<file path="src/dsqrt_pkg.sv">
`timescale 1ns / 1ps
// ----------------------------------------------------------------------------
// dsqrt_pkg
// Shared types, constants and the root step for the double square root unit.
// ----------------------------------------------------------------------------
package dsqrt_pkg;

  localparam int unsigned MantW = 54;   // scaled mantissa, after odd-exponent shift
  localparam int unsigned RemW  = 54;   // partial remainder, never above 2*root
  localparam int unsigned RootW = 53;   // final root width
  localparam int unsigned ExpW  = 13;   // signed unbiased exponent
  localparam int unsigned RootStages = 26;  // two root steps each

  localparam logic [10:0] ExpMax   = 11'h7FF;
  localparam logic [63:0] QnanBits = 64'h7FF8_0000_0000_0000;
  localparam logic signed [ExpW-1:0] ExpBias = 13'sd1075;

  typedef struct packed {
    logic                     special;
    logic [63:0]              spec_bits;
    logic [MantW-1:0]         m;
    logic [RemW-1:0]          rem;
    logic [RootW-1:0]         root;
    logic signed [ExpW-1:0]   e;
  } stage_t;

  // One digit of the integer root: take the next two mantissa bits.
  function automatic stage_t root_step(input stage_t s);
    stage_t      r;
    logic [55:0] rem2;
    logic [55:0] trial;
    r     = s;
    rem2  = {s.rem, s.m[MantW-1 -: 2]};
    trial = {1'b0, s.root, 2'b01};
    r.m   = {s.m[MantW-3:0], 2'b00};
    if (rem2 >= trial) begin
      r.rem  = RemW'(rem2 - trial);
      r.root = {s.root[RootW-2:0], 1'b1};
    end else begin
      r.rem  = RemW'(rem2);
      r.root = {s.root[RootW-2:0], 1'b0};
    end
    return r;
  endfunction

endpackage

</file>
<file path="src/dsqrt_root_stage.sv">
`timescale 1ns / 1ps
// ----------------------------------------------------------------------------
// dsqrt_root_stage
// One register stage of the root pipeline: two root digits per stage.
// ----------------------------------------------------------------------------
module dsqrt_root_stage (
  input  logic             clk,
  input  logic             rst,
  input  logic             adv,
  input  logic             prev_vld,
  input  dsqrt_pkg::stage_t prev_data,
  output logic             vld,
  output dsqrt_pkg::stage_t data
);

  dsqrt_pkg::stage_t data_next;

  always_comb begin
    data_next = dsqrt_pkg::root_step(dsqrt_pkg::root_step(prev_data));
  end

  always_ff @(posedge clk) begin
    if (rst) begin
      vld <= 1'b0;
    end else if (adv) begin
      vld <= prev_vld;
    end
  end

  // hold payload while stalled
  always_ff @(posedge clk) begin
    if (adv) begin
      data <= data_next;
    end
  end

endmodule

</file>
<file path="config.mk">
export PLATFORM = sky130hd
export DESIGN_NAME = dsqrt_root_stage
export DESIGN_NICKNAME = d
export VERILOG_FILES = /design/src/dsqrt_pkg.sv /design/src/dsqrt_root_stage.sv
export SDC_FILE = /design/constraint.sdc
export NUM_CORES = 1
export LEC_CHECK = 0
export BUFFER_PORTS_ARGS = -buffer_cell sky130_fd_sc_hd__buf_2
export CAP_MARGIN = 40
export CORE_MARGIN = 3
export CORE_UTILIZATION = 40
export DETAILED_ROUTE_END_ITERATION = 10
export PLACE_DENSITY = 0.62
export SYNTH_ARGS = -nofsm -noshare
export SYNTH_HDL_FRONTEND = slang
export SYNTH_SLANG_ARGS = --single-unit
</file>
<file path="constraint.sdc">
create_clock -name clk -period 7.7 [get_ports clk]
set_input_delay 0.77 -clock clk [delete_from_list [all_inputs] [get_ports clk]]
set_output_delay 0.77 -clock clk [all_outputs]
set_load 0.03 [all_outputs]
</file>
==> impl_results.md <==
- Vias in the first global route: 13.5k
- First-pass GRT wire length: approximately 80 mm
- Fin Setup TNS: 0 ns
- Total grt overflow: 0
- Min cycle time layout: 6.49 ns
- Sequential-to-total area share from yosys stat: between 40% and 50%
- Io pins: 483
- Pint: 3.21 mW
- Layout cell share with drive strength beyond 1: 28.7%
- Critical path class: input pin to register
- WL/cell: 21.2 um
- Tcrit/Tclk final: approximately 84%
- Die area: 0.0407 sq mm
- Crit path launch: prev_data[54]
- Async set-reset flop share out of synthesis: 0%
- # clock sinks: 236
- Clk slew on worst S/H paths: 0.06 ns
- Switch Pwr: approximately 2.0 mW
- Worst Hold Class: input pin to register
- Register area: 0.00708 sq mm
- NumNets Final: 2335
- CP Capture Type: register
- Largest net degree at the start of global routing: 142
- Initial antenna violation count: 9
- Post-CTS sizing: 0
- Final Skew: 0 ns
- Sw Share: approximately two fifths
- Slew Limit Fails: 0
- Worst Path Required: 7.99 ns
- Initial DRC Count: 891
- Sequential Power Share: 33.0%
- DP HPWL: 43.6 mm
- Clock root cell: clkbuf_16
- Synth Flop Type: edfxtp_1
- Final Instance Area: 0.0192 sq mm
- RSZ-0062 raised after global routing: no
- Maxcap violations: 0
- Overall routed net length: ~53 mm
- Final hold vios: 0
- Combinational power share: 41.2%
- DP Area: 0.0183 sq mm
- Via Count: around 14k
- Total GRT Usage: about a quarter
- Crit path DAT: 6.78 ns
- Drt via density: between 5 and 6
- Slew headroom: 41.7%
- Die H: 202 um
- Fill cells: 3547
- Mapped Avg Cell Area: 10.0 sq um
- Clock Latency Late Sink: 0.55 ns
- CP Launch Type: input pin
- Distinct cells, synth: approximately 80
- Status: finished, final reports clean
- Ys Warns: 0
- EDFF count, synth: 235
- Post-Syn Area: ~0.015 sq mm
- Port bufs: approximately 480
- Worst Max-Slew Pin Slew: 0.874 ns
- Synth Register Bits: 236
- Leak: 8.47 nW
- GPL Wtd Cong: around 0.93
- Crit Reg-Reg Startpoint: vld$_SDFFE_PP0P_
- Hold Startpoint: prev_data[176]
- Remaining DRCs: 0
- Pwr dens: 270 mW/mm^2
- Finished Core Util: 50.9%
- Chip width: 202 um
- # rows: 71
- TritonCTS clock tree: built
- Number of detailed-route iterations in the first pass: 8
- CTS Buffer Depth: 3
- Multi-input logic area: 0.00754 sq mm
- Fmax: between 150 and 200 MHz
- Cells after Synth: 1527
- Core area: approximately 0.038 sq mm
- Max FO, Critical Path: approximately 50
- CTS HTree Levels: 1
- Starting density of the core: 40.6%
- # Post-CTS Setup Buffers: 0
- Hold buffer count at cts: 0
- Routed Antenna Nets: 0
- Num CTS Buffers: 28
- Area Growth Syn to Fin: 25.4%
- Setup Viol. Count Final: 0
- Max IR drop VDD: 0.166 mV
- Clk pwr share: 25.7%
logic make-up (layout without fill, tap and decap cells):
logic type	after synthesis	in the layout	share of synthesized area, %
AO/OA/AOI/OAI	464	464	19.1
XOR/XNOR	98	98	5.60
adder cells (fa/ha/maj)	110	110	8.97
buffers and inverters	179	651	4.83
flip-flops	236	236	46.1
multiplexers	42	42	3.08
other	1	12	0.0245
AND/OR/NAND/NOR	397	397	12.3
placed cells by master (no fill, tap or decap), types with 6 or more instances in the layout:
| cell | instances |
|---|---|
| buf_2 | 477 |
| edfxtp_1 | 235 |
| a21oi_1 | 187 |
| nor2_1 | 129 |
| nand2_1 | 113 |
| ha_1 | 110 |
| inv_1 | 95 |
| o21ai_0 | 73 |
| xnor2_1 | 65 |
| a21o_1 | 56 |
| nand4_1 | 39 |
| mux2_1 | 35 |
| xor2_1 | 33 |
| o21bai_1 | 31 |
| clkbuf_16 | 28 |
| nand3_1 | 25 |
| buf_4 | 23 |
| nor3_1 | 17 |
| o21a_1 | 16 |
| o211ai_1 | 12 |
| a211oi_1 | 12 |
| and3_1 | 11 |
| nand2b_1 | 10 |
| or3_1 | 9 |
| nor2b_1 | 9 |
| nor4_1 | 9 |
| diode_2 | 8 |
| a221o_1 | 8 |
| o31ai_1 | 8 |
| a41oi_1 | 7 |
| mux2_2 | 6 |
power by group through the flow:
stage	registers [mW]	logic, mW	clock network [mW]
6_report	1.72	2.14	1.34
5_1_grt	1.73	2.32	1.43
4_1_cts	1.72	2.13	1.38
3_5_place_dp	1.74	2.12	0
3_3_place_gp	1.74	2.12	0
2_1_floorplan	2.10	1.09	0
cells in the mapped netlist (12+ instances only):
library cell	n	area (sq um)
a211oi_1	12	90.1
a21o_1	56	420
a21oi_1	187	936
buf_2	13	65.1
clkbuf_1	54	203
edfxtp_1	235	7060
ha_1	110	1380
inv_1	95	357
mux2_1	35	394
nand2_1	113	424
nand3_1	25	125
nand4_1	39	244
nor2_1	129	484
nor3_1	17	85.1
o211ai_1	12	90.1
o21a_1	16	120
o21ai_0	73	365
o21bai_1	31	233
xnor2_1	65	569
xor2_1	33	289
final timing paths:
check,slack (ns),depth (start not counted),to
setup / recovery,1.21,25,data[119]$_DFFE_PP_
setup reg to reg,7.08,2,vld$_SDFFE_PP0P_
hold / removal,0.38,1,data[176]$_DFFE_PP_
hold reg to reg,0.54,2,vld$_SDFFE_PP0P_
flip-flops by register name, summed over array words and instances (netlist names):
signal / count
data: 235
vld: 1
routing by layer:
metal	track usage, %	routed length [um]
met5	0	0
met1	31.2	21500
met3	3.96	3490
met2	45.3	27200
met4	7.08	1260
critical path, stage by stage:
cell,delay (ns)
buf_2,0.09
inv_1,0.07
ha_1,0.41
a21oi_2,0.19
o21ai_1,0.11
a221o_1,0.40
a221o_1,0.42
or3_2,0.57
buf_12,0.23
nor2_1,0.12
a21oi_1,0.06
ha_1,0.41
a21oi_1,0.13
o21bai_1,0.13
a2111oi_0,0.13
buf_4,0.18
a22oi_1,0.25
a21boi_0,0.13
a21oi_1,0.38
a21oi_1,0.12
buf_4,0.18
o21ai_0,0.61
a21oi_1,0.18
xnor2_1,0.17
mux2_1,0.31
metrics by stage:
stage	std cells	total power [mW]	hold WS, ns	worst slack (ns)
CTS	2513	5.23	0.339	1.33
detailed placement	2463	3.86	0.521	0.721
finish	2521	5.19	0.379	1.21
global route	2519	5.47	0.356	0.884
floorplan	1530	3.19	0.630	1.13
global placement	2463	3.86	0.472	0.710
area by class of cell:
cell class / instances / share of cell area (%)
Tap cell: 511 / 3.32
Inverter: 96 / 1.89
Sequential cell: 236 / 36.8
Clock inverter: 18 / 1.00
Clock buffer: 32 / 3.88
Antenna cell: 8 / 0.104
Timing Repair Buffer: 505 / 13.8
Multi-Input combinational cell: 1115 / 39.2
Power figures use the tool's default switching activity.
